===== src/rtl/srf2_pkg.sv =====
// ----------------------------------------------------------------------------
// srf2_pkg
// shared types, constants and helpers of the 2bpp stipple fill core
// ----------------------------------------------------------------------------
package srf2_pkg;

  // panel geometry
  localparam int PANEL_COLS   = 480;
  localparam int PANEL_ROWS   = 272;
  localparam int PIX_PER_BYTE = 4;
  localparam int STORE_BYTES  = (PANEL_ROWS * PANEL_COLS + PIX_PER_BYTE - 1) / PIX_PER_BYTE;
  localparam int ADDR_W       = $clog2(STORE_BYTES);

  // field widths
  localparam int FIELD_W      = 9;
  localparam int BYTE_ADDR_W  = 15;
  localparam int STEP_W       = 4;
  localparam int WALK_W       = FIELD_W + 1;
  localparam int IDX_W        = $clog2((2 ** WALK_W) * (PANEL_COLS + 1));

  // configuration port
  localparam int PADDR_W      = 3;
  localparam int PDATA_W      = 32;
  localparam int REG_IDX_W    = PADDR_W - 2;
  localparam logic [REG_IDX_W-1:0] REG_STIPPLE_STEP = '0;
  localparam logic [STEP_W-1:0]    STEP_RESET       = STEP_W'(3);

  localparam logic [7:0] PIXEL_HIGH_BIT = 8'h02;

  typedef enum logic [1:0] {
    OP_SET   = 2'd0,
    OP_CLEAR = 2'd1,
    OP_WRITE = 2'd2,
    OP_READ  = 2'd3
  } opcode_t;

  typedef struct packed {
    opcode_t                  opcode;
    logic [FIELD_W-1:0]       row_start;
    logic [FIELD_W-1:0]       col_start;
    logic [FIELD_W-1:0]       row_end;
    logic [FIELD_W-1:0]       col_end;
    logic [BYTE_ADDR_W-1:0]   byte_address;
    logic [7:0]               byte_value;
  } in_item_t;

  typedef struct packed {
    logic [7:0] read_value;
    opcode_t    done_opcode;
  } out_item_t;

  // high-bit mask of a pixel inside its byte, nibbles swapped
  function automatic logic [7:0] pixel_mask(input logic [1:0] pix);
    logic [2:0] sh;
    sh = {pix, 1'b0} ^ 3'd4;
    return PIXEL_HIGH_BIT << sh;
  endfunction

endpackage


===== src/rtl/srf2_cfg_regs.sv =====
// ----------------------------------------------------------------------------
// srf2_cfg_regs
// apb-style register file holding the stipple step
// ----------------------------------------------------------------------------
module srf2_cfg_regs (
  input  logic                           clk,
  input  logic                           rst_n,
  input  logic                           psel,
  input  logic                           penable,
  input  logic                           pwrite,
  input  logic [srf2_pkg::PADDR_W-1:0]   paddr,
  input  logic [srf2_pkg::PDATA_W-1:0]   pwdata,
  output logic [srf2_pkg::PDATA_W-1:0]   prdata,
  output logic                           pready,
  output logic [srf2_pkg::STEP_W-1:0]    stipple_step
);

  logic [srf2_pkg::STEP_W-1:0]    step_r;
  logic [srf2_pkg::STEP_W-1:0]    step_nxt;
  logic [srf2_pkg::REG_IDX_W-1:0] reg_idx;
  logic                           wr_beat;

  assign pready  = 1'b1;
  assign reg_idx = paddr[srf2_pkg::PADDR_W-1:2];
  assign wr_beat = psel && penable && pwrite && pready;

  // register write decode
  always_comb begin
    step_nxt = step_r;
    if (wr_beat && reg_idx == srf2_pkg::REG_STIPPLE_STEP) begin
      step_nxt = pwdata[srf2_pkg::STEP_W-1:0];
    end
  end

  always_ff @(posedge clk) begin
    if (!rst_n) begin
      step_r <= srf2_pkg::STEP_RESET;
    end else begin
      step_r <= step_nxt;
    end
  end

  // read back
  always_comb begin
    prdata = '0;
    if (reg_idx == srf2_pkg::REG_STIPPLE_STEP) begin
      prdata = srf2_pkg::PDATA_W'(step_r);
    end
  end

  assign stipple_step = step_r;

endmodule


===== config.mk =====
export PLATFORM = sky130hd
export DESIGN_NAME = srf2_cfg_regs
export DESIGN_NICKNAME = d
export VERILOG_FILES = /design/src/rtl/srf2_pkg.sv /design/src/rtl/srf2_cfg_regs.sv
export SDC_FILE = /design/constraint.sdc
export NUM_CORES = 1
export LEC_CHECK = 0
export ABC_AREA = 1
export ABC_CLOCK_PERIOD_IN_PS = 800
export BUFFER_PORTS_ARGS = -buffer_cell sky130_fd_sc_hd__buf_2
export CORE_MARGIN = 3
export CORE_UTILIZATION = 27
export CTS_BUF_LIST = sky130_fd_sc_hd__clkbuf_2
export CTS_CLUSTER_DIAMETER = 120
export DETAILED_ROUTE_END_ITERATION = 10
export PLACE_DENSITY = 0.78
export SYNTH_ARGS = -nofsm -noshare
export SYNTH_HDL_FRONTEND = slang
export SYNTH_SLANG_ARGS = --single-unit

===== constraint.sdc =====
create_clock -name clk -period 0.8 [get_ports clk]
set_input_delay 0.04 -clock clk [delete_from_list [all_inputs] [get_ports clk]]
set_output_delay 0.04 -clock clk [all_outputs]
set_load 0.02 [all_outputs]

# Word-level counts from Yosys, hierarchy flattened
# Cells that the tools add are included.
[word_totals]
ramBits = 0
latchBits = 0
word_cells = 6
ff_bits = 4
rom_bits = 0
mem_count = 0
[op_classes]
bitwise_logic = 1
n_div = 0
n_addsub = 0
n_reduce_logical = 3
n_mul = 0
n_shift = 0
n_eq_ne = 0
mux = 1
n_lt_le_gt_ge = 0
[op_table]
columns = ["op", "n"]
rows = [
  ["$mux W4", 1],
  ["$logic_and A1 B1 Y1", 3],
  ["$not A1 Y1", 1],
]

# Logic depth before layout (Yosys ltp)
# Gate-level depths: netlist of run 1.
[depth]
word_depth = 3
ltp_mapped = 5
depth_no_buf = 5

# Worst setup path before layout of run 1
# OpenSTA, ideal clock, no wires.
[synth_path]
path_kind = "reg-to-output"
from = "register step_r, in the netlist stipple_step[2]"
to = "output prdata[2] (netlist name)"
path_stages_with_launch = 3
arrival_ps = 782
setup_slack_ps = -22
cell_sequence = "dfxtp_1 > inv_1 > nor2_1"
[synth_via]
elab_chain_cells = 1
[synth_rtl]
columns = ["element", "line", "source"]
rows = [
  ["from (decl)", "srf2_cfg_regs.sv:18", "logic [srf2_pkg::STEP_W-1:0] step_r;"],
  ["from (signal assigned)", "srf2_cfg_regs.sv:37", "step_r <= srf2_pkg::STEP_RESET;"],
  ["from (signal assigned)", "srf2_cfg_regs.sv:39", "step_r <= step_nxt;"],
  ["$mux W4", "srf2_cfg_regs.sv:46", "if (reg_idx == srf2_pkg::REG_STIPPLE_STEP) begin"],
  ["to (decl)", "srf2_cfg_regs.sv:13", "output logic [srf2_pkg::PDATA_W-1:0] prdata,"],
]
# No other way between the ends.

# Worst setup path in the final report of run 1
[layout_path]
from = "register step_r, in the netlist stipple_step[0]"
to = "output prdata[0] (netlist name)"
# The elaborated chain is that of the path after synthesis.

==> results of run 1 <==
[synth_stat cells, drive strengths merged]
| master | count |
|---|---|
| buf | 29 |
| conb | 2 |
| dfxtp | 4 |
| inv | 9 |
| nand2 | 9 |
| nand3 | 4 |
| nor2 | 10 |
[routing by layer]
| metal | global-route usage [%] | vias to the layer above | part of all wire (%) |
|---|---|---|---|
| met5 | 0 | - | 0 |
| met4 | 8.29 | 0 | 0 |
| met3 | 3.07 | 0 | 17 |
| met2 | 10.3 | 29 | 55 |
| met1 | 6.33 | 150 | 27 |
| li1 | - | 174 | - |
[path summary, 6_finish.rpt]
check	slack, ps	to	from
worst max-delay path	-40	prdata[0]	stipple_step[0]
worst max register to register	110	stipple_step[3]	stipple_step[3]
worst min register to register	480	stipple_step[1]	stipple_step[1]
worst min-delay path	50	stipple_step[1]	pwdata[1]
[layout by cell type, fill, tap and decap left out, drive strengths merged]
master,instances
buf,18
inv,9
nand3,4
nor2,10
nand2,9
dfxtp,4
conb,29
clkbuf,3
[where the power goes]
| group | total, mW | leakage, nW | switching (mW) | internal, mW |
|---|---|---|---|---|
| Combinational | 0.249 | 0.271 | 0.192 | 0.0571 |
| Clock | 0.183 | 0.0125 | 0.0827 | 0.101 |
| Sequential | 0.215 | 0.0326 | 0.00639 | 0.209 |
| Total | 0.648 | 0.317 | 0.281 | 0.367 |
[cell families (layout without fill, tap and decap cells)]
group         after synthesis  count (layout)  synth area share, %
buf+inv                    38              30                 55.8
flops                       4               4                 17.8
simple gates               23              23                 24.7
other cells                 2              29                 1.67
[per-stage QoR]
step / cell area [um^2] / hold slack, ps / power (mW) / utilization, %
6_report: 507 / 47.9 / 0.648 / 32.9
5_1_grt: 507 / 55.8 / 0.705 / 32.9
4_1_cts: 494 / 37.0 / 0.648 / 32.1
3_5_place_dp: 449 / 266 / 0.446 / 29.1
3_3_place_gp: 449 / 254 / 0.443 / 29.1
2_1_floorplan: 562 / 125 / 0.502 / -
[worst reg2reg max path, cell delays in order, from the launching register on]
cell     delay [ps]
dfxtp_2         320
buf_4           120
nor2_1           90
nor2_1           50
[cell type report]
| cell class | instances | area share, % |
|---|---|---|
| well taps | 16 | 3.95 |
| inverters | 9 | 6.67 |
| clock buffers | 3 | 2.96 |
| flip-flops and latches | 4 | 16.8 |
| repair buffers | 18 | 23.2 |
| multi-input cells | 52 | 46.4 |
[what timing repair did]
item	4_1_cts	5_1_grt
buffers inserted	1	0
endpoints found under the setup margin	5	4
gates cloned	0	0
resized for setup	12	5
pin swaps	2	2
==> results.txt, run 1 <==
- Clock latency reported for the late side of the worst-skew pair: 210 ps
- Summed over all nets, the half-perimeter wirelength after detailed placement is 669 um.
- 0 antenna diodes ended up in the layout.
- Number of DRC markers after the initial detailed-route iteration: 3
* Area growth, synth to finish: 12.5%
- Violations in the final reports: setup timing
- Wires add up to 775 um.
- Area of the core: 1540 um^2
* Placed cell count: 98
* Fraction of final layout cells sized beyond drive strength 1: 44.2%
- The register with the most flip-flops in the layout has 4 of them.
- For this run, the total global-route usage over all layers was measured as 6.88%.
- On the worst path, the slowest cell contributes a delay of 350 ps.
- Before CTS, the worst setup slack after placement is 127 ps.
- Detail Route Antenna Nets: 0
- The number of failing hold endpoints at the final stage was 0.
* Period Utilization, post-route: 105%
- Number of DRC violations after detailed routing: 0
* Number of slew-limit violations in the final report: 0
- After detailed routing, the number of vias per cell comes to 3.46.
- The number of global-route vias before repair is 245.
* Arrival time reported for the critical path endpoint: 800 ps
- Max Fanout on Critical Path: 3
- Final setup margin: -43.3 ps
- Logic depth of the worst setup path including buffers: 3
- Clock-pin slew was measured on the worst setup and hold paths at 50 ps.
* Root Driver: clkbuf_2
* Register area: 85.1 um^2
- Summed over all cells, the static leakage comes to 0.317 nW.
- The worst setup path is of the flip-flop to primary output kind.
- For this run, the register share of the synthesized area comes to 17.8%.
- The tool flagged a number of max-cap violations equal to 0.
- The path class of the tightest hold or removal check is input pin to flip-flop.
- Quantity of hold-fixing buffers added after cts: 0
- The die covers 2190 um^2.
* Category of the worst setup path capture point: primary output
* # clock sinks: 4
- CTS built an H-tree with a depth of 1.
* Nets: 128
* Ratio of total power to cell area: 1280 nW/um^2
* Count of non-filler cells in the finished layout: 102
- For the worst flop-to-flop path, the logic depth is 3.
* Total negative setup slack: -101 ps
* Row Count: 14
* Achievable clock frequency: 1.19 GHz
- The routed layout has 353 vias.
- The die is 46.8 um tall.
- Mean instance size in the synthesized netlist: 6.72 um^2
- The pre-antenna-repair detailed-routing pass consisted of 2 iterations.
- After global routing the overflow that remains totals 0.
* Area of the mapped netlist: 450 um^2
- Port Buf Inserts: 17
- Along the worst hold path, the cell count comes to 3.
* Post-synth top area cell: buf_4
- Max VDD drop: 0.000261 V
- Effective utilization at floorplan: 29.2%
- Gate count after technology mapping: 67
* Setup repair after global routing missed its margin: yes
- Final weighted congestion in routability-driven placement: 0.681
- Bufs and invs on worst path: 2
- Flops & latches, synth: 4
- In this run the biggest area consumer among cell types represents 48.3% of the synthesized area.
- The clock arrives with 0 ps of skew.
- Post-layout minimum cycle time: 843 ps
* Cells along the critical path: inv_2 > nor2_2 > buf_6
- Filler Cell Count: 188
- Element type at the critical path start: flip-flop
* Outcome: complete, but fails checks
* Routed wire length per instance: 7.60 um
- Chip Width: 46.8 um
- Cell types occupying the most area after synthesis: buf_4 48%, dfxtp_1 18%, inv_1 6.7%
- Top delay family on crit path: flip-flops
* Pin count of the biggest net entering global routing: 7
- Count of synthesis-stage warnings from yosys: 0
- TritonCTS built the clock tree.
* Count of cell types in the netlist: 12
* I/O pin count: 77
- Setup Viol. Count Final: 4
* Worst-case clock buffer depth: 2
- The multi-input combinational cells in the finished layout cover a total of 235 um^2.
- Num CTS Buffers: 3
- Critical path data required time: 760 ps
* Antenna violations before repair: 0
- First-pass GRT wire length: 959 um
- Cell with the largest stage delay on the worst path: dfxtp_2
Power figures use the tool's default switching activity.
==> run 2: changes to the inputs <==
--- a/config.mk
+++ b/config.mk
@@ -8,12 +8,15 @@
 export ABC_AREA = 1
 export ABC_CLOCK_PERIOD_IN_PS = 800
 export BUFFER_PORTS_ARGS = -buffer_cell sky130_fd_sc_hd__buf_2
+export CELL_PAD_IN_SITES_DETAIL_PLACEMENT = 1
+export CELL_PAD_IN_SITES_GLOBAL_PLACEMENT = 2
+export CORE_ASPECT_RATIO = 0.6
 export CORE_MARGIN = 3
-export CORE_UTILIZATION = 27
+export CORE_UTILIZATION = 10
 export CTS_BUF_LIST = sky130_fd_sc_hd__clkbuf_2
 export CTS_CLUSTER_DIAMETER = 120
 export DETAILED_ROUTE_END_ITERATION = 10
-export PLACE_DENSITY = 0.78
+export PLACE_DENSITY = 0.75
 export SYNTH_ARGS = -nofsm -noshare
 export SYNTH_HDL_FRONTEND = slang
 export SYNTH_SLANG_ARGS = --single-unit
==> results.txt, run 2 (synthesis gave the netlist of run 1 again) <==
- The portion of the clock cycle consumed by the worst path in the final layout came to 106% (+0.51 points).
- Clk_skew: 0 ps (unchanged)
* Effective utilization at floorplan: 10.7% (-19 points)
* Area of the die: 5370 um^2 (+140%)
- Worst-case clock buffer depth: 2 (unchanged)
* I/O pin count: 77 (unchanged)
* Part of the total power dissipated in combinational logic: 38.9% (+0.4 points)
- The deepest level of the CTS H-tree was 1 (unchanged).
* Number of slew-limit violations in the final report: 0 (unchanged)
- In this run the critical register-to-register path is captured at stipple_step[2].
- Row Count: 18 (+4)
- Quantity of hold-fixing buffers added after cts: 0 (unchanged)
* Clock latency reported for the late side of the worst-skew pair: 200 ps (about the same)
* First-pass GRT wire length: 1.20 mm (+25%)
* Fraction of final layout cells sized beyond drive strength 1: 44.2% (unchanged)
- Violations in the final reports: setup timing
- The leakage power summed over all cells was 0.316 nW (about the same).
* Post-layout minimum cycle time: 847 ps (+4.07 ps)
- Total via count after detailed routing: 345 (-2.3%)
* Arrival time reported for the critical path endpoint: 810 ps (about the same)
* Worst reg2reg setup slack: 100 ps (about the same)
- Worst-case setup slack after placement: 77.1 ps (-50.3 ps)
- Number of DRC markers after the initial detailed-route iteration: 2 (-1)
* Detail Route Antenna Nets: 0 (unchanged)
- The setup-violating endpoint count in the final report is 4 (unchanged).
- The library cell used most frequently in the layout, excluding fill and tap cells, is conb_1.
- The post-layout net count came to 128 (unchanged).
- The number of failing hold endpoints at the final stage came to 0 (unchanged).
* Average via count per standard cell: 2.36 (-32%)
- The fraction of power spent switching nets is 43.3% (-0.13 points).
- The achievable frequency came to 1.18 GHz (-0.48%).
* Routed wire length per instance: 6.59 um (-13%)
- Worst-path clk slew: 40 ps (about the same)
- Pin count of the biggest net entering global routing: 7 (unchanged)
* Power Total: 0.646 mW (-0.28%)
- Residual overflow from global routing: 0 (unchanged)
- The global-route usage over all layers came to 2.85% (-4.0 points).
- The number of DRC violations after detailed routing was 0 (unchanged).
* Ratio of total power to cell area: 1150 nW/um^2 (-10%)
* Antenna diode count: 0 (unchanged)
- The first-pass iteration count of the detailed router was 2 (unchanged).
- CTS tree: done
- Most used cells in the layout excluding fill and tap cells: 29 x conb_1, 13 x buf_2, 7 x nand2_1
* Element type at the critical path start: flip-flop
- The flow ran to the end, but the final reports show violations.
- The placeable core region was 4210 um^2 (+170%).
- Die Y-Extent: 58.0 um (+24%)
- Worst Setup Path Type: flip-flop to primary output
- Flip-flop count of the largest register, all copies and words added: 4 (unchanged)
* CP endpoint: prdata[3]
- Final setup margin: -47.3 ps (-4.07 ps)
* Launching instance or port of the critical path: stipple_step[3]
- The detailed placement HPWL is 871 um (+30%).
* Power Internal: 0.367 mW (about the same)
* Total negative setup slack: -178 ps (-77.0 ps)
- The width of the die came to 92.6 um (+98%).
* Antenna violations before repair: 0 (unchanged)
- The worst setup path is captured at a primary output.
* Number of global-route vias before repair: 284 (+16%)
* Wirelength, routed: 962 um (+24%)
- Crit Reg-Reg Startpoint: stipple_step[2]
- Area growth, synth to finish: 24.7%
- The number of input and output port buffers inserted was 17 (unchanged).
* Setup repair after global routing missed its margin: yes
- # clock sinks: 4 (unchanged)
- Final weighted congestion in routability-driven placement: 0.691 (+1.5%)
* Switching power: 0.280 mW (-0.57%)
* Clk network pwr share: 27.7% (-0.6 points)
- Sequential share of power: 33.3% (about the same)
- The number of buffers inserted during clock tree synthesis is 3 (unchanged).
* Critical path data required time: 760 ps (about the same)
* Number of violations of the max-capacitance limit: 0 (unchanged)
* Root Driver: clkbuf_2
- The min-delay analysis places its worst path in the category input pin to flip-flop.
* Max VDD drop: 0.000133 V (-49%)
- R2R depth: 3 (unchanged)
* Max Fanout on Critical Path: 3 (unchanged)
## run 2: cell counts in the layout (fill, tap and decap cells not counted)
No cell type changed its count.
## run 2: worst min path at each step
stage	from	to	slack (ps)	cells past startpoint
after floorplan	rst_n	stipple_step[0]	120	1
after detailed placement	pwdata[0]	stipple_step[0]	270	3
after global routing	pwdata[0]	stipple_step[0]	30	3
final	pwdata[0]	stipple_step[0]	50	3
after CTS	pwdata[0]	stipple_step[0]	40	3
after global placement	pwdata[1]	stipple_step[1]	270	3
## run 2: area by class of cell
cell class	instances	area, um^2
fillers	534	3650
multi-input cells	52	235
inverters	9	33.8
flip-flops and latches	4	85.1
clock buffers	3	15.0
repair buffers	18	118
well taps	60	75.1
## run 2: power by group through the flow
stage | registers [mW] | logic (mW) | clock network (mW)
after floorplan | 0.224 | 0.278 | 0
after global placement | 0.217 | 0.232 | 0
after detailed placement | 0.217 | 0.233 | 0
after CTS | 0.215 | 0.242 | 0.194
after global routing | 0.216 | 0.273 | 0.212
final | 0.215 | 0.251 | 0.179
## run 2: per-layer routing
metal	global-route usage, %	part of all wire, %	up-vias
li1	-	-	175
met1	3.44	38	154
met2	4.43	54	16
met3	0.908	7.2	0
met4	1.88	0	0
met5	0	0	-
## run 2: critical path, stage by stage, from the launching register on
cell and delay, ps:
dfxtp_2 340, inv_2 40, nor2_2 100, buf_6 120
## run 2: timing repair
action                                  in CTS  in global routing
gates resized for setup                     10                  7
endpoints found under the setup margin       5                  5
gates cloned                                 0                  0
pin swaps                                    0                  4
hold endpoints to repair                     0                  0
buffers inserted                             0                  1
## run 2: through the flow
step	std cells	util [%]	hold slack, ps	instance area [um^2]
after detailed placement	142	12.0	265	504
after CTS	145	12.8	42.7	538
after floorplan	94	-	125	562
after global routing	146	13.3	34.5	562
final	146	13.3	53.4	562
after global placement	142	12.0	266	504
